$ cat src/sv/quoted_escape_token_parser_macros.svh
// Assertion macros for the quoted escape token parser.
// Depends on clk_i and rst_ni being in scope where a macro is used.
`ifndef QUOTED_ESCAPE_TOKEN_PARSER_MACROS_SVH
`define QUOTED_ESCAPE_TOKEN_PARSER_MACROS_SVH

`ifndef NO_ASSERTIONS

// Property must hold at every clock edge out of reset.
`define QETP_ASSERT(lbl, prop) \
  lbl: assert property (@(posedge clk_i) disable iff (!rst_ni) prop) \
    else $error("qetp: assertion failed");

// Condition must never be seen at a clock edge out of reset.
`define QETP_NEVER(lbl, cond) \
  lbl: assert property (@(posedge clk_i) disable iff (!rst_ni) !(cond)) \
    else $error("qetp: forbidden condition seen");

`else

`define QETP_ASSERT(lbl, prop)
`define QETP_NEVER(lbl, cond)

`endif

`endif

$ cat src/sv/qetp_pkg.sv
// Shared types, codes, character constants and decode helpers for the parser.
// No dependencies.
package qetp_pkg;

  localparam int unsigned MAX_TOKEN_LEN = 255;
  localparam int unsigned QUEUE_DEPTH   = 4;

  typedef logic [7:0] ch_t;

  typedef enum logic [2:0] {
    ST_BYTE      = 3'd0,
    ST_TOKEN_END = 3'd1,
    ST_NO_TOKEN  = 3'd2,
    ST_UNCLOSED  = 3'd3,
    ST_ZERO_ESC  = 3'd4,
    ST_TOO_LONG  = 3'd5,
    ST_EMPTY_HEX = 3'd6
  } status_e;

  typedef struct packed {
    ch_t     data;
    status_e status;
  } res_t;

  // One queue entry: the results of one character, one or two of them.
  typedef struct packed {
    logic two;
    res_t r0;
    res_t r1;
  } entry_t;

  localparam ch_t CH_NUL    = 8'h00;
  localparam ch_t CH_SPACE  = 8'h20;
  localparam ch_t CH_DQUOTE = 8'h22;
  localparam ch_t CH_BSLASH = 8'h5C;
  localparam ch_t CH_ZERO   = 8'h30;
  localparam ch_t CH_SEVEN  = 8'h37;
  localparam ch_t CH_NINE   = 8'h39;
  localparam ch_t CH_UP_A   = 8'h41;
  localparam ch_t CH_UP_F   = 8'h46;
  localparam ch_t CH_LO_A   = 8'h61;
  localparam ch_t CH_LO_B   = 8'h62;
  localparam ch_t CH_LO_F   = 8'h66;
  localparam ch_t CH_LO_N   = 8'h6E;
  localparam ch_t CH_LO_R   = 8'h72;
  localparam ch_t CH_LO_T   = 8'h74;
  localparam ch_t CH_LO_V   = 8'h76;
  localparam ch_t CH_LO_X   = 8'h78;

  // {valid, value} of a hex digit
  function automatic logic [4:0] hex_val(input ch_t c);
    logic [4:0] r;
    r = 5'd0;
    if (c >= CH_ZERO && c <= CH_NINE) begin
      r = {1'b1, c[3:0]};
    end else if ((c >= CH_UP_A && c <= CH_UP_F) || (c >= CH_LO_A && c <= CH_LO_F)) begin
      r = {1'b1, 4'(c[3:0] + 4'd9)};
    end
    return r;
  endfunction

  // {hit, byte} for the single-letter escapes
  function automatic logic [8:0] esc_letter(input ch_t c);
    logic [8:0] r;
    r = 9'd0;
    case (c)
      CH_LO_N: r = {1'b1, 8'd10};
      CH_LO_T: r = {1'b1, 8'd9};
      CH_LO_R: r = {1'b1, 8'd13};
      CH_LO_A: r = {1'b1, 8'd7};
      CH_LO_B: r = {1'b1, 8'd8};
      CH_LO_F: r = {1'b1, 8'd12};
      CH_LO_V: r = {1'b1, 8'd11};
      default: r = 9'd0;
    endcase
    return r;
  endfunction

endpackage

$ cat src/sv/qetp_if.sv
// Valid/ready channel interfaces for characters in and results out.
// Depends on qetp_pkg.
interface qetp_in_if;
  logic          valid;
  logic          ready;
  qetp_pkg::ch_t ch;

  modport source (output valid, output ch, input ready);
  modport sink   (input valid, input ch, output ready);
endinterface

interface qetp_out_if;
  logic          valid;
  logic          ready;
  qetp_pkg::ch_t data;
  logic [2:0]    status;
  logic          last;

  modport source (output valid, output data, output status, output last, input ready);
  modport sink   (input valid, input data, input status, input last, output ready);
endinterface

$ cat src/sv/quoted_escape_token_parser.sv
// A character's first result goes through the result queue and then the output register.
// Throughput: one character per cycle while the result queue has room; a character with two
//   results (an escape byte closed by the next character) holds the output stage for both.
// The four-entry result queue between the front and back end absorbs output stalls.
// Reset (rst_ni, asynchronous, active low) returns to between tokens with an empty queue.
//
// Top level of the command-line tokenizer. Depends on qetp_pkg, the channel
// interfaces, qetp_front, qetp_queue and qetp_back.
module quoted_escape_token_parser #(
  parameter int unsigned MaxTokenLen = qetp_pkg::MAX_TOKEN_LEN,
  parameter int unsigned QueueDepth  = qetp_pkg::QUEUE_DEPTH
) (
  input  logic       clk_i,
  input  logic       rst_ni,
  qetp_in_if.sink    in_i,
  qetp_out_if.source out_o
);
  import qetp_pkg::*;

  // Front end -> queue: one entry per character that yields results.
  // A character yields nothing while quotes open, escapes build up,
  // spaces are skipped or a line is being discarded.
  logic   push;
  logic   full;
  entry_t push_entry;

  // Queue -> back end: the head entry, popped when the output stage frees up.
  logic   head_vld;
  logic   pop;
  entry_t head_entry;

  // Tokenizer state machine; its ready is simply "queue not full", so a
  // waiting result never blocks the next character while space remains.
  qetp_front #(
    .MaxTokenLen (MaxTokenLen)
  ) u_front (
    .clk_i   (clk_i),
    .rst_ni  (rst_ni),
    .in_i    (in_i),
    .full_i  (full),
    .push_o  (push),
    .entry_o (push_entry)
  );

  // Decoupling queue.
  qetp_queue #(
    .Depth (QueueDepth)
  ) u_queue (
    .clk_i   (clk_i),
    .rst_ni  (rst_ni),
    .push_i  (push),
    .entry_i (push_entry),
    .full_o  (full),
    .pop_i   (pop),
    .vld_o   (head_vld),
    .entry_o (head_entry)
  );

  // Output stage: splits two-result entries and sets last on the final one.
  qetp_back u_back (
    .clk_i   (clk_i),
    .rst_ni  (rst_ni),
    .vld_i   (head_vld),
    .entry_i (head_entry),
    .pop_o   (pop),
    .out_o   (out_o)
  );

endmodule

$ cat src/sv/qetp_front.sv
// Front end: takes one character per request, runs the tokenizer state machine
// and pushes the results of the character into the queue. Depends on qetp_pkg.
`include "quoted_escape_token_parser_macros.svh"

module qetp_front #(
  parameter int unsigned MaxTokenLen = qetp_pkg::MAX_TOKEN_LEN
) (
  input  logic             clk_i,
  input  logic             rst_ni,
  qetp_in_if.sink          in_i,
  input  logic             full_i,
  output logic             push_o,
  output qetp_pkg::entry_t entry_o
);
  import qetp_pkg::*;

  localparam int unsigned LenW = $clog2(MaxTokenLen + 1);
  localparam logic [LenW-1:0] LenMax = LenW'(MaxTokenLen);

  typedef enum logic [7:0] {
    M_SKIP    = 8'b0000_0001,
    M_TOKEN   = 8'b0000_0010,
    M_QUOTE   = 8'b0000_0100,
    M_ESC     = 8'b0000_1000,
    M_HEXF    = 8'b0001_0000,
    M_HEX     = 8'b0010_0000,
    M_OCT     = 8'b0100_0000,
    M_DISCARD = 8'b1000_0000
  } mode_e;

  mode_e           mode_q, mode_d;
  ch_t             ev_q, ev_d;
  logic [1:0]      od_q, od_d;
  logic [LenW-1:0] len_q, len_d;

  ch_t        ch;
  logic       take;
  logic       do_token, do_quote, from_finish;
  logic       p_vld, q_vld, o_vld;
  res_t       p_res, q_res, o_res;
  logic [4:0] hex;
  logic [8:0] esc;
  ch_t        ev_oct;
  logic [1:0] od_inc;
  logic       is_oct;

  assign ch     = in_i.ch;
  assign take   = in_i.valid && in_i.ready;
  assign hex    = hex_val(ch);
  assign esc    = esc_letter(ch);
  assign ev_oct = {ev_q[4:0], ch[2:0]};
  assign od_inc = od_q + 2'd1;
  assign is_oct = (ch >= CH_ZERO) && (ch <= CH_SEVEN);

  // an error ends the line unless it was caused by the end of line itself
  function automatic mode_e fail_mode(input ch_t c);
    mode_e m;
    m = M_DISCARD;
    if (c == CH_NUL) begin
      m = M_SKIP;
    end
    return m;
  endfunction

  always_comb begin
    mode_d      = mode_q;
    ev_d        = ev_q;
    od_d        = od_q;
    len_d       = len_q;
    do_token    = 1'b0;
    do_quote    = 1'b0;
    from_finish = 1'b0;
    p_vld       = 1'b0;
    q_vld       = 1'b0;
    o_vld       = 1'b0;
    p_res       = '{data: '0, status: ST_BYTE};
    q_res       = '{data: '0, status: ST_BYTE};
    o_res       = '{data: '0, status: ST_BYTE};

    if (take) begin
      case (mode_q)
        M_SKIP: begin
          if (ch == CH_NUL) begin
            p_vld        = 1'b1;
            p_res.status = ST_NO_TOKEN;
          end else if (ch != CH_SPACE) begin
            len_d    = '0;
            mode_d   = M_TOKEN;
            do_token = 1'b1;
          end
        end
        M_TOKEN: do_token = 1'b1;
        M_QUOTE: do_quote = 1'b1;
        M_ESC: begin
          mode_d = M_QUOTE;
          if (ch == CH_NUL) begin
            p_vld        = 1'b1;
            p_res.status = ST_UNCLOSED;
            mode_d       = fail_mode(ch);
            len_d        = '0;
            ev_d         = '0;
            od_d         = '0;
          end else if (esc[8]) begin
            p_vld      = 1'b1;
            p_res.data = esc[7:0];
            len_d      = len_d + LenW'(1);
          end else if (ch == CH_LO_X) begin
            ev_d   = '0;
            mode_d = M_HEXF;
          end else if (is_oct) begin
            ev_d   = {5'd0, ch[2:0]};
            od_d   = 2'd1;
            mode_d = M_OCT;
          end else begin
            p_vld      = 1'b1;
            p_res.data = ch;
            len_d      = len_d + LenW'(1);
          end
        end
        M_HEXF: begin
          if (hex[4]) begin
            ev_d   = {4'd0, hex[3:0]};
            mode_d = M_HEX;
          end else begin
            p_vld        = 1'b1;
            p_res.status = ST_EMPTY_HEX;
            mode_d       = fail_mode(ch);
            len_d        = '0;
            ev_d         = '0;
            od_d         = '0;
          end
        end
        M_HEX: begin
          if (hex[4]) begin
            ev_d = {ev_q[3:0], hex[3:0]};
          end else if (ev_q == '0) begin
            p_vld        = 1'b1;
            p_res.status = ST_ZERO_ESC;
            mode_d       = fail_mode(ch);
            len_d        = '0;
            ev_d         = '0;
            od_d         = '0;
          end else begin
            p_vld       = 1'b1;
            p_res.data  = ev_q;
            len_d       = len_d + LenW'(1);
            ev_d        = '0;
            od_d        = '0;
            mode_d      = M_QUOTE;
            do_quote    = 1'b1;
            from_finish = 1'b1;
          end
        end
        M_OCT: begin
          if (is_oct && od_inc != 2'd3) begin
            ev_d = ev_oct;
            od_d = od_inc;
          end else if ((is_oct && ev_oct == '0) || (!is_oct && ev_q == '0)) begin
            p_vld        = 1'b1;
            p_res.status = ST_ZERO_ESC;
            mode_d       = fail_mode(ch);
            len_d        = '0;
            ev_d         = '0;
            od_d         = '0;
          end else begin
            // third digit closes the escape; any other character also goes on
            p_vld       = 1'b1;
            p_res.data  = is_oct ? ev_oct : ev_q;
            len_d       = len_d + LenW'(1);
            ev_d        = '0;
            od_d        = '0;
            mode_d      = M_QUOTE;
            do_quote    = !is_oct;
            from_finish = !is_oct;
          end
        end
        M_DISCARD: begin
          if (ch == CH_NUL) begin
            mode_d = M_SKIP;
            len_d  = '0;
          end
        end
        default: begin
          mode_d = M_SKIP;
        end
      endcase

      if (do_token) begin
        if (ch == CH_NUL || ch == CH_SPACE) begin
          p_vld        = 1'b1;
          p_res.status = ST_TOKEN_END;
          mode_d       = M_SKIP;
          len_d        = '0;
        end else if (ch == CH_DQUOTE) begin
          mode_d = M_QUOTE;
        end else if (len_d >= LenMax) begin
          p_vld        = 1'b1;
          p_res.status = ST_TOO_LONG;
          mode_d       = fail_mode(ch);
          len_d        = '0;
          ev_d         = '0;
          od_d         = '0;
        end else begin
          p_vld      = 1'b1;
          p_res.data = ch;
          len_d      = len_d + LenW'(1);
        end
      end

      if (do_quote) begin
        if (ch == CH_NUL) begin
          o_vld        = 1'b1;
          o_res.status = ST_UNCLOSED;
          mode_d       = fail_mode(ch);
          len_d        = '0;
          ev_d         = '0;
          od_d         = '0;
        end else if (ch == CH_DQUOTE) begin
          mode_d = M_TOKEN;
        end else if (len_d >= LenMax) begin
          // length is checked at the backslash, not at the escape byte
          o_vld        = 1'b1;
          o_res.status = ST_TOO_LONG;
          mode_d       = fail_mode(ch);
          len_d        = '0;
          ev_d         = '0;
          od_d         = '0;
        end else if (ch == CH_BSLASH) begin
          mode_d = M_ESC;
        end else begin
          o_vld      = 1'b1;
          o_res.data = ch;
          len_d      = len_d + LenW'(1);
        end
        if (from_finish) begin
          q_vld = o_vld;
          q_res = o_res;
        end else begin
          p_vld = o_vld;
          p_res = o_res;
        end
      end
    end
  end

  assign in_i.ready  = !full_i;
  assign push_o      = take && p_vld;
  assign entry_o.two = q_vld;
  assign entry_o.r0  = p_res;
  assign entry_o.r1  = q_res;

  always_ff @(posedge clk_i or negedge rst_ni) begin
    if (!rst_ni) begin
      mode_q <= M_SKIP;
      ev_q   <= '0;
      od_q   <= '0;
      len_q  <= '0;
    end else begin
      mode_q <= mode_d;
      ev_q   <= ev_d;
      od_q   <= od_d;
      len_q  <= len_d;
    end
  end

  `QETP_ASSERT(a_len_bound, len_q <= LenMax)
  `QETP_ASSERT(a_od_only_oct, (od_q != 2'd0) |-> (mode_q == M_OCT))
  `QETP_ASSERT(a_ev_only_esc, (ev_q != '0) |-> (mode_q == M_HEX || mode_q == M_OCT))

endmodule

$ cat src/sv/qetp_queue.sv
// Short queue of per-character result entries between front and back end.
// Depends on qetp_pkg.
`include "quoted_escape_token_parser_macros.svh"

module qetp_queue #(
  parameter int unsigned Depth = qetp_pkg::QUEUE_DEPTH
) (
  input  logic             clk_i,
  input  logic             rst_ni,
  input  logic             push_i,
  input  qetp_pkg::entry_t entry_i,
  output logic             full_o,
  input  logic             pop_i,
  output logic             vld_o,
  output qetp_pkg::entry_t entry_o
);
  import qetp_pkg::*;

  localparam int unsigned PtrW = (Depth > 1) ? $clog2(Depth) : 1;
  localparam int unsigned CntW = $clog2(Depth + 1);
  localparam logic [PtrW-1:0] PtrLast = PtrW'(Depth - 1);
  localparam logic [CntW-1:0] CntFull = CntW'(Depth);

  entry_t          mem_q [Depth];
  logic [PtrW-1:0] wr_ptr_q, rd_ptr_q;
  logic [CntW-1:0] cnt_q;
  logic            do_push, do_pop;

  assign full_o  = (cnt_q == CntFull);
  assign vld_o   = (cnt_q != '0);
  assign entry_o = mem_q[rd_ptr_q];
  assign do_push = push_i && !full_o;
  assign do_pop  = pop_i && vld_o;

  always_ff @(posedge clk_i) begin
    if (do_push) begin
      mem_q[wr_ptr_q] <= entry_i;
    end
  end

  always_ff @(posedge clk_i or negedge rst_ni) begin
    if (!rst_ni) begin
      wr_ptr_q <= '0;
      rd_ptr_q <= '0;
      cnt_q    <= '0;
    end else begin
      if (do_push) begin
        wr_ptr_q <= (wr_ptr_q == PtrLast) ? '0 : wr_ptr_q + PtrW'(1);
      end
      if (do_pop) begin
        rd_ptr_q <= (rd_ptr_q == PtrLast) ? '0 : rd_ptr_q + PtrW'(1);
      end
      if (do_push && !do_pop) begin
        cnt_q <= cnt_q + CntW'(1);
      end else if (do_pop && !do_push) begin
        cnt_q <= cnt_q - CntW'(1);
      end
    end
  end

  `QETP_ASSERT(a_cnt_bound, cnt_q <= CntFull)
  `QETP_NEVER(a_push_lost, push_i && full_o)
  `QETP_NEVER(a_pop_empty, pop_i && !vld_o)

endmodule

$ cat src/sv/qetp_back.sv
// Back end: pops queue entries and hands out their results one per request,
// marking the last result of each character. Depends on qetp_pkg.
`include "quoted_escape_token_parser_macros.svh"

module qetp_back (
  input  logic             clk_i,
  input  logic             rst_ni,
  input  logic             vld_i,
  input  qetp_pkg::entry_t entry_i,
  output logic             pop_o,
  qetp_out_if.source       out_o
);
  import qetp_pkg::*;

  logic out_vld_q, out_vld_d;
  res_t out_res_q, out_res_d;
  logic out_last_q, out_last_d;
  logic sec_pend_q, sec_pend_d;
  res_t sec_res_q, sec_res_d;
  logic load_ok;

  assign load_ok = !out_vld_q || out_o.ready;
  assign pop_o   = load_ok && !sec_pend_q && vld_i;

  always_comb begin
    out_vld_d  = out_vld_q;
    out_res_d  = out_res_q;
    out_last_d = out_last_q;
    sec_pend_d = sec_pend_q;
    sec_res_d  = sec_res_q;
    if (load_ok) begin
      if (sec_pend_q) begin
        out_vld_d  = 1'b1;
        out_res_d  = sec_res_q;
        out_last_d = 1'b1;
        sec_pend_d = 1'b0;
      end else if (vld_i) begin
        out_vld_d  = 1'b1;
        out_res_d  = entry_i.r0;
        out_last_d = !entry_i.two;
        sec_pend_d = entry_i.two;
        sec_res_d  = entry_i.r1;
      end else begin
        out_vld_d = 1'b0;
      end
    end
  end

  always_ff @(posedge clk_i) begin
    out_res_q  <= out_res_d;
    out_last_q <= out_last_d;
    sec_res_q  <= sec_res_d;
  end

  always_ff @(posedge clk_i or negedge rst_ni) begin
    if (!rst_ni) begin
      out_vld_q  <= 1'b0;
      sec_pend_q <= 1'b0;
    end else begin
      out_vld_q  <= out_vld_d;
      sec_pend_q <= sec_pend_d;
    end
  end

  assign out_o.valid  = out_vld_q;
  assign out_o.data   = out_res_q.data;
  assign out_o.status = out_res_q.status;
  assign out_o.last   = out_last_q;

  `QETP_ASSERT(a_sec_held, sec_pend_q |-> out_vld_q)
  `QETP_ASSERT(a_sec_not_last, sec_pend_q |-> !out_last_q)
  `QETP_ASSERT(a_data_only_byte, (out_vld_q && out_res_q.status != ST_BYTE) |-> (out_res_q.data == '0))

endmodule

$ cat src/flat_wrapper.sv
// flat-port wrapper written by rule: the top's interface ports become plain ports
module quoted_escape_token_parser_flat import qetp_pkg::*;
#(
  parameter int unsigned MaxTokenLen = qetp_pkg::MAX_TOKEN_LEN,
  parameter int unsigned QueueDepth  = qetp_pkg::QUEUE_DEPTH
)
  (clk_i, rst_ni, in_i_valid, in_i_ch, in_i_ready, out_o_valid, out_o_data, out_o_status, out_o_last, out_o_ready);
  qetp_in_if in_i_i ();
  qetp_out_if out_o_i ();
  input  logic clk_i;
  input  logic rst_ni;
  input wire logic [$bits(in_i_i.valid)-1:0] in_i_valid;
  input wire logic [$bits(in_i_i.ch)-1:0] in_i_ch;
  output wire logic [$bits(in_i_i.ready)-1:0] in_i_ready;
  output wire logic [$bits(out_o_i.valid)-1:0] out_o_valid;
  output wire logic [$bits(out_o_i.data)-1:0] out_o_data;
  output wire logic [$bits(out_o_i.status)-1:0] out_o_status;
  output wire logic [$bits(out_o_i.last)-1:0] out_o_last;
  input wire logic [$bits(out_o_i.ready)-1:0] out_o_ready;
  assign in_i_i.valid = in_i_valid;
  assign in_i_i.ch = in_i_ch;
  assign in_i_ready = in_i_i.ready;
  assign out_o_valid = out_o_i.valid;
  assign out_o_data = out_o_i.data;
  assign out_o_status = out_o_i.status;
  assign out_o_last = out_o_i.last;
  assign out_o_i.ready = out_o_ready;
  quoted_escape_token_parser #(.MaxTokenLen(MaxTokenLen), .QueueDepth(QueueDepth)) u_core (.clk_i(clk_i), .rst_ni(rst_ni), .in_i(in_i_i), .out_o(out_o_i));
endmodule
$ cat config.mk
export PLATFORM = sky130hd
export DESIGN_NAME = quoted_escape_token_parser_flat
export DESIGN_NICKNAME = d
export VERILOG_FILES = /design/src/sv/qetp_pkg.sv /design/src/sv/qetp_if.sv /design/src/sv/quoted_escape_token_parser.sv /design/src/sv/qetp_front.sv /design/src/sv/qetp_queue.sv /design/src/sv/qetp_back.sv /design/src/flat_wrapper.sv
export VERILOG_INCLUDE_DIRS = /design/src /design/src/sv
export SDC_FILE = /design/constraint.sdc
export NUM_CORES = 1
export LEC_CHECK = 0
export ABC_AREA = 1
export BUFFER_PORTS_ARGS = -buffer_cell sky130_fd_sc_hd__buf_2
export CAP_MARGIN = 40
export CELL_PAD_IN_SITES_DETAIL_PLACEMENT = 1
export CELL_PAD_IN_SITES_GLOBAL_PLACEMENT = 1
export CORE_AREA = 5 5 231 143
export CTS_BUF_LIST = sky130_fd_sc_hd__clkbuf_4 sky130_fd_sc_hd__clkbuf_8 sky130_fd_sc_hd__clkbuf_16
export DETAILED_ROUTE_END_ITERATION = 8
export DIE_AREA = 0 0 236 148
export PLACE_DENSITY_LB_ADDON = 0.1
export SYNTH_ARGS = -nofsm -noshare
export SYNTH_HDL_FRONTEND = slang
export SYNTH_HIERARCHICAL = 1
export SYNTH_SLANG_ARGS = --single-unit
$ cat constraint.sdc
create_clock -name clk_i -period 5 [get_ports clk_i]
set_input_delay 1 -clock clk_i [delete_from_list [all_inputs] [get_ports clk_i]]
set_output_delay 1 -clock clk_i [all_outputs]
set_load 0.05 [all_outputs]
==> metrics.cfg, run 1 <==
[clock_network]
ctsHoldBuffers = 0
htreeDepth = 4
numCtsBuffers = 17
cts.path.max_buffers = 2
cts_tree = done
clkTransAtPathRegs_ns = 0.06
clock-root-buffer = clkbuf_16
cts_sinks = 150
clock_latency_ns = 0.44

[pwr]
power.density_nw_per_um2 = 493
switching_share_pct = 41.0
seq_power_share_pct = 32.2
ir_worst_vdd_uv = 270
intPower_w = 0.00339
clkPwrFrac_pct = 23.2
leakagePower_nw = 5.14
switching_power_w = 0.00235
power_w = 0.00574
combPwrFrac_pct = 44.6

[layout]
syn2layout_area_growth_pct = 28.4
drive_gt1_share_pct = 27.8
finish.net_count = 1261
antenna_cells = 0
n_fill_cell = 3610

[worst_setup_path]
critical_path.max_fanout = 4
end_kind = register
worstSetupPathType = input pin to register
r2r_start = u_core/u_front/mode_q[7]
cp-start-kind = input pin
r2r_slack_ns = 0.41
cpMostUsedCell = nand2_1
reg2reg_depth = 35
critPathMaxStageDelay_ns = 0.37
crit_slowest_cell = fa_2
cp_data_arrival_time_ns = 5.02
cp.required_ns = 5.33
r2r-end = u_core/u_queue/cnt_q[2]

[synthesis]
synthTopCellsByArea = edfxtp_1, nand2_1, dfrtp_1, inv_1, o211ai_1
synthSimpleGateAreaFrac_pct = 27.6
synth_edf_count = 115
ys_ff_latch = 150
synth_top_cell_by_area = edfxtp_1
synth-xor-area-share_pct = 1.16
ys_types = 56
yosysWarnings = 6
synth_compound_gate_area_share_pct = 12.1
synth.area.mux_share_pct = 0
synth_nets = 1083
ys.flop_type = edfxtp_1
synth-adder-area-share_pct = 2.15
synth_top_family_by_area = simple AND/OR/NAND/NOR gates
synthArstFlopShare_pct = 23.3
avgSynthCellArea_um2 = 8.58
synth_cells = 1056
synth_top_area_share_pct = 38.1
syn_area_um2 = 9060
yosysSeqAreaShare_pct = 47.8

[timing]
relSlewSlack_pct = 61.0
drv_slew = 0
period_share_pct = 93.7
holdWs_ns = 0.502
finalHoldViolations = 0
setup_viol = 0
fin_worst_skew_ns = 0.0117
tightest_slew_ns = 0.585
fmax_mhz = 213
period_needed_ns = 4.69

[global_route]
grt_max_degree = 52
antenna_found_initial = 0
grt.total_usage_pct = 18.8
grt_remaining_overflow = 0
grt_pass1_vias = 8316
grt_pass1_wl_mm = 50.4

[job]
cap_violations = 0

[drt]
wl_mm = 32.4
routed_via_density = 4.85
avgRoutedWirePerCell_um = 19.5
drtIter0Drc = 501
drc_errors = 0
detail-route-antenna-nets = 0
drtPass1Iterations = 5
via_count = 8059

[die]
die_w_um = 236
start_util_pct = 29.5
coreArea_um2 = 30700
die-area_um2 = 34900
core.rowCount = 50
io_pins = 26
die_y_um = 148

[status]
outcome = complete, no violations

[placed_design]
gp_congestion = 0.873
io_buffers = 25
dpl.hpwl_mm = 24.5

[worst_hold_path]
hold_path.class = register to register
min_to = u_core/u_queue/cnt_q[2]
min_from = u_core/u_queue/cnt_q[2]
holdPathStages = 2

cells in the final DEF, fill, tap and decap left out, drive strengths merged, types with 2 or more instances in the layout:
master    netlist  layout
o211ai         53      53
edfxtp        115     115
inv           161     163
o2111ai         4       4
bufinv          0       3
clkinvlp        0       3
clkbuf          9      19
nor3           17      17
xnor2           4       4
o31ai           4       4
a31oi           5       5
nand4          16      16
nor2          102     102
clkinv          3       7
nand3b          3       3
ha             14      14
o221ai          7       7
nand2         285     285
a211oi          2       2
buf            22     190
xor2            8       8
nor4            4       4
o22ai           5       5
a21oi          24      24
nand3          86      86
o21ai          59      59
dfrtp          34      34
what timing repair did:
item                       in CTS  in global routing
gates resized for setup         0                 40
setup buffers                   0                  7
setup endpoints to repair       0                 94
cell families after synthesis:
| kind of cell | Yosys count |
|---|---|
| flip-flops | 150 |
| XOR/XNOR | 12 |
| AND/OR/NAND/NOR | 514 |
| AO/OA/AOI/OAI | 170 |
| buffers and inverters | 195 |
| adder cells (fa/ha/maj) | 15 |
per-layer routing:
layer	up-vias	track usage, %	share of wire, %
li1	3907	-	-
met1	3963	29.2	54
met2	174	26.4	40
met3	15	4.77	5.6
met4	0	3.02	0.65
met5	-	0	0
how the worst max path moves through the flow:
stage	start	end	cells past startpoint
after CTS	in_i_ch[1]	u_core/u_queue/cnt_q[2]	38
after global placement	in_i_ch[1]	u_core/u_queue/cnt_q[2]	38
after floorplan	in_i_ch[0]	u_core/u_queue/cnt_q[1]	37
after global routing	in_i_ch[0]	u_core/u_queue/cnt_q[2]	39
after detailed placement	in_i_ch[1]	u_core/u_queue/cnt_q[1]	36
final	in_i_ch[1]	u_core/u_queue/cnt_q[2]	39
power by group through the flow:
| stage | registers [W] | logic (W) | clock network [W] |
|---|---|---|---|
| 2_1_floorplan | 0.00201 | 0.00142 | 0 |
| 3_3_place_gp | 0.00192 | 0.00241 | 0 |
| 3_5_place_dp | 0.00187 | 0.00249 | 0 |
| 4_1_cts | 0.00185 | 0.00251 | 0.00138 |
| 5_1_grt | 0.00188 | 0.00282 | 0.00143 |
| 6_report | 0.00185 | 0.00256 | 0.00133 |
flip-flops by register name, indices dropped and copies added, names as in the netlist:
name                        cells
u_core/u_back/out_o.data        8
u_core/u_back/out_o.last        1
u_core/u_back/out_o.status      3
u_core/u_back/out_o.valid       1
u_core/u_back/sec_pend_q        1
u_core/u_back/sec_res_q        11
u_core/u_front/ev_q             8
u_core/u_front/len_q            8
u_core/u_front/mode_q           8
u_core/u_front/od_q             2
u_core/u_queue/cnt_q            3
u_core/u_queue/mem_q           92
u_core/u_queue/rd_ptr_q         2
u_core/u_queue/wr_ptr_q         2
final cells by class:
cell class | instances | area (um2) | area share (%)
Clock buffer | 19 | 440 | 3.79
Clock inverter | 12 | 150 | 1.29
Inverter | 164 | 636 | 5.46
Multi-Input combinational cell | 711 | 4110 | 35.3
Sequential cell | 150 | 4330 | 37.2
Tap cell | 416 | 520 | 4.47
Timing Repair Buffer | 190 | 1450 | 12.4
synthesized netlist by cell type, drive strengths merged (2+ instances only):
cell type,n
nand3b,3
inv,161
o211ai,53
o31ai,4
a211oi,2
nand4,16
a31oi,5
a21oi,24
o221ai,7
clkinv,3
clkbuf,9
nor2,102
edfxtp,115
buf,22
o2111ai,4
nand2,285
nor4,4
nand3,86
xor2,8
o21ai,59
o22ai,5
nor3,17
xnor2,4
dfrtp,34
ha,14
worst max-delay path, delay by kind of cell:
kind	cells	cell delay [ns]
AO/OA/AOI/OAI	2	0.28
adder cells (fa/ha/maj)	4	0.79
buffers and inverters	8	0.78
AND/OR/NAND/NOR	25	2.13
metrics by stage:
| step | utilization (%) | TNS [ns] | instance area [um2] | instances | setup WS [ns] |
|---|---|---|---|---|---|
| after floorplan | - | 0 | 9130 | 1056 | 0.00952 |
| after global placement | 35.2 | -6.56 | 10800 | 1623 | -0.230 |
| after detailed placement | 35.3 | -18.61 | 10800 | 1624 | -0.395 |
| after CTS | 37.2 | 0 | 11400 | 1655 | 0.0668 |
| after global routing | 37.9 | -0.0284 | 11600 | 1662 | -0.0284 |
| final | 37.9 | 0 | 11600 | 1662 | 0.313 |
Note: power is estimated with default switching activity, not from simulation.
==> inputs of run 2 (changes only) <==
- CTS_CLUSTER_SIZE: default -> 24
- RECOVER_POWER: default -> 50
==> run 2 against run 1 <==
The run now ends with max-capacitance violations, max-slew violations left. Sequential power is essentially flat. Combinational power is essentially flat. Design area shrank 0.45%. Clock power is essentially flat. Global-route usage is the same. Sequential cell count is the same. Critical path depth shrank 2. Wire length is essentially flat. Via count is essentially flat. Hold slack is essentially flat. Die area is the same. Worst setup slack lost 0.0023 ns.
==> metrics.cfg, run 2 (synthesized netlist as in run 1, its figures left out) <==
[worst_setup_path]
cp-start-kind = input pin
cp_data_arrival_time_ns = 5.01  ; about the same
crit_slowest_cell = fa_2
critPathMaxStageDelay_ns = 0.42  ; +0.05 ns
worstSetupPathType = input pin to register
timing.critical_path.buf_inv = 8  ; unchanged
cpMostUsedCell = nand2_1
path_delay_family = simple AND/OR/NAND/NOR gates
end_kind = register
critical_path.max_fanout = 5  ; +1
cp.required_ns = 5.32  ; about the same

[global_route]
antenna_found_initial = 0  ; unchanged
grt_pass1_wl_mm = 50.4  ; unchanged
grt_pass1_vias = 8316  ; unchanged
grt_remaining_overflow = 0  ; unchanged
grt.total_usage_pct = 18.8  ; unchanged
grt_max_degree = 52  ; unchanged

[timing]
fin_worst_skew_ns = 0.0117  ; -0.00000810 ns
drv_slew = 70  ; +70
finalHoldViolations = 0  ; unchanged
period_needed_ns = 4.69  ; +0.00231 ns
setup_viol = 0  ; unchanged
period_share_pct = 93.8  ; about the same
relSlewSlack_pct = -65.8  ; -130 points
fmax_mhz = 213  ; about the same
tightest_slew_ns = 2.49  ; +1.90 ns

[clock_network]
htreeDepth = 4  ; unchanged
ctsHoldBuffers = 0  ; unchanged
cts_tree = done
cts_sinks = 150  ; unchanged
numCtsBuffers = 17  ; unchanged
cts.path.max_buffers = 2  ; unchanged
clock-root-buffer = clkbuf_16
clkTransAtPathRegs_ns = 0.06  ; about the same
clock_latency_ns = 0.44  ; about the same

[layout]
top_register = u_core/u_queue/mem_q
instances_no_fill = 1662  ; unchanged
utilization_pct = 37.7  ; -0.17 points
drive_gt1_share_pct = 26.1  ; -1.8 points
final_common_cell = nand2_1
syn2layout_area_growth_pct = 27.8
top_regs = u_core/u_queue/mem_q: 92 flops, u_core/u_back/sec_res_q: 11 flops
finish.net_count = 1261  ; unchanged
final_cell_mix = nand2_1, buf_4, inv_1
largest_register_ffs = 92  ; unchanged
antenna_cells = 0  ; unchanged

[drt]
detail-route-antenna-nets = 0  ; unchanged
drtPass1Iterations = 5  ; unchanged
wl_mm = 32.4  ; about the same
routed_via_density = 4.85  ; about the same
via_count = 8054  ; -0.062%
drtIter0Drc = 475  ; -5.2%
avgRoutedWirePerCell_um = 19.5  ; about the same
drc_errors = 0  ; unchanged

[die]
die-area_um2 = 34900  ; unchanged
die_w_um = 236  ; unchanged
start_util_pct = 29.5  ; unchanged
die_y_um = 148  ; unchanged
core.rowCount = 50  ; unchanged
io_pins = 26  ; unchanged
coreArea_um2 = 30700  ; unchanged

[placed_design]
dpl.hpwl_mm = 24.5  ; unchanged
gp_congestion = 0.873  ; unchanged
io_buffers = 25  ; unchanged
dp.cells = 1624  ; unchanged

[worst_hold_path]
hold_path.class = register to register

[status]
violations = max-capacitance violations, max-slew violations
outcome = complete, but fails checks

[job]
cap_violations = 2  ; +2

[pwr]
leakagePower_nw = 5.08  ; -1.1%
ir_worst_vdd_uv = 270  ; about the same
power.density_nw_per_um2 = 493  ; about the same

run 2: final cells by class:
| cell class | count | area (um2) |
|---|---|---|
| Tap cell | 416 | 520 |
| Inverter | 164 | 636 |
| Clock inverter | 12 | 150 |
| Clock buffer | 19 | 440 |
| Fill cell | 3615 | 19100 |
| Sequential cell | 150 | 4330 |
| Multi-Input combinational cell | 711 | 4090 |
| Timing Repair Buffer | 190 | 1410 |
run 2: tightest hold or removal path: stages, from the launching register on:
cell and delay, ns:
dfrtp_1 0.37, nand2_1 0.06, nand2_1 0.04
run 2: what timing repair did:
action                                  4_1_cts  5_1_grt
endpoints found under the setup margin        0       94
buffers inserted                              0        7
resized for setup                             0       40
run 2: where the power goes:
part	total [W]	internal (W)	leakage (nW)	switching [W]
registers	0.00185	0.00170	1.50	0.000146
clock network	0.00133	0.000794	0.290	0.000538
logic	0.00253	0.000864	3.29	0.00166
run 2: per-layer routing:
layer  part of all wire, %  global-route usage (%)  vias up
met5                     0                       0        -
met4                  0.62                    3.02        0
met3                   5.6                    4.77       13
met2                    40                    26.4      175
met1                    54                    29.2     3959
li1                      -                       -     3907
run 2: path summary, 6_finish.rpt:
kind,slack (ns),end,start,cells after the start
setup reg to reg,0.42,u_core/u_queue/cnt_q[2],u_core/u_front/mode_q[7],35
max in group asynchronous,1.96,u_core/u_queue/rd_ptr_q[0],rst_ni,2
hold reg to reg,0.50,u_core/u_queue/cnt_q[2],u_core/u_queue/cnt_q[2],2
setup / recovery,0.31,u_core/u_queue/cnt_q[1],in_i_ch[1],37
hold / removal,0.50,u_core/u_queue/cnt_q[2],u_core/u_queue/cnt_q[2],2
min in group asynchronous,1.41,u_core/u_front/len_q[3],rst_ni,2
run 2: per-stage QoR:
stage | hold slack (ns) | area (um2) | setup WS (ns) | TNS, ns | total power [W]
floorplan | 0.463 | 9130 | 0.00952 | 0 | 0.00343
global placement | 0.501 | 10800 | -0.230 | -6.56 | 0.00433
detailed placement | 0.492 | 10800 | -0.395 | -18.61 | 0.00436
CTS | 0.508 | 11400 | 0.0668 | 0 | 0.00574
global route | 0.522 | 11600 | -0.0284 | -0.0284 | 0.00610
finish | 0.502 | 11600 | 0.311 | 0 | 0.00571
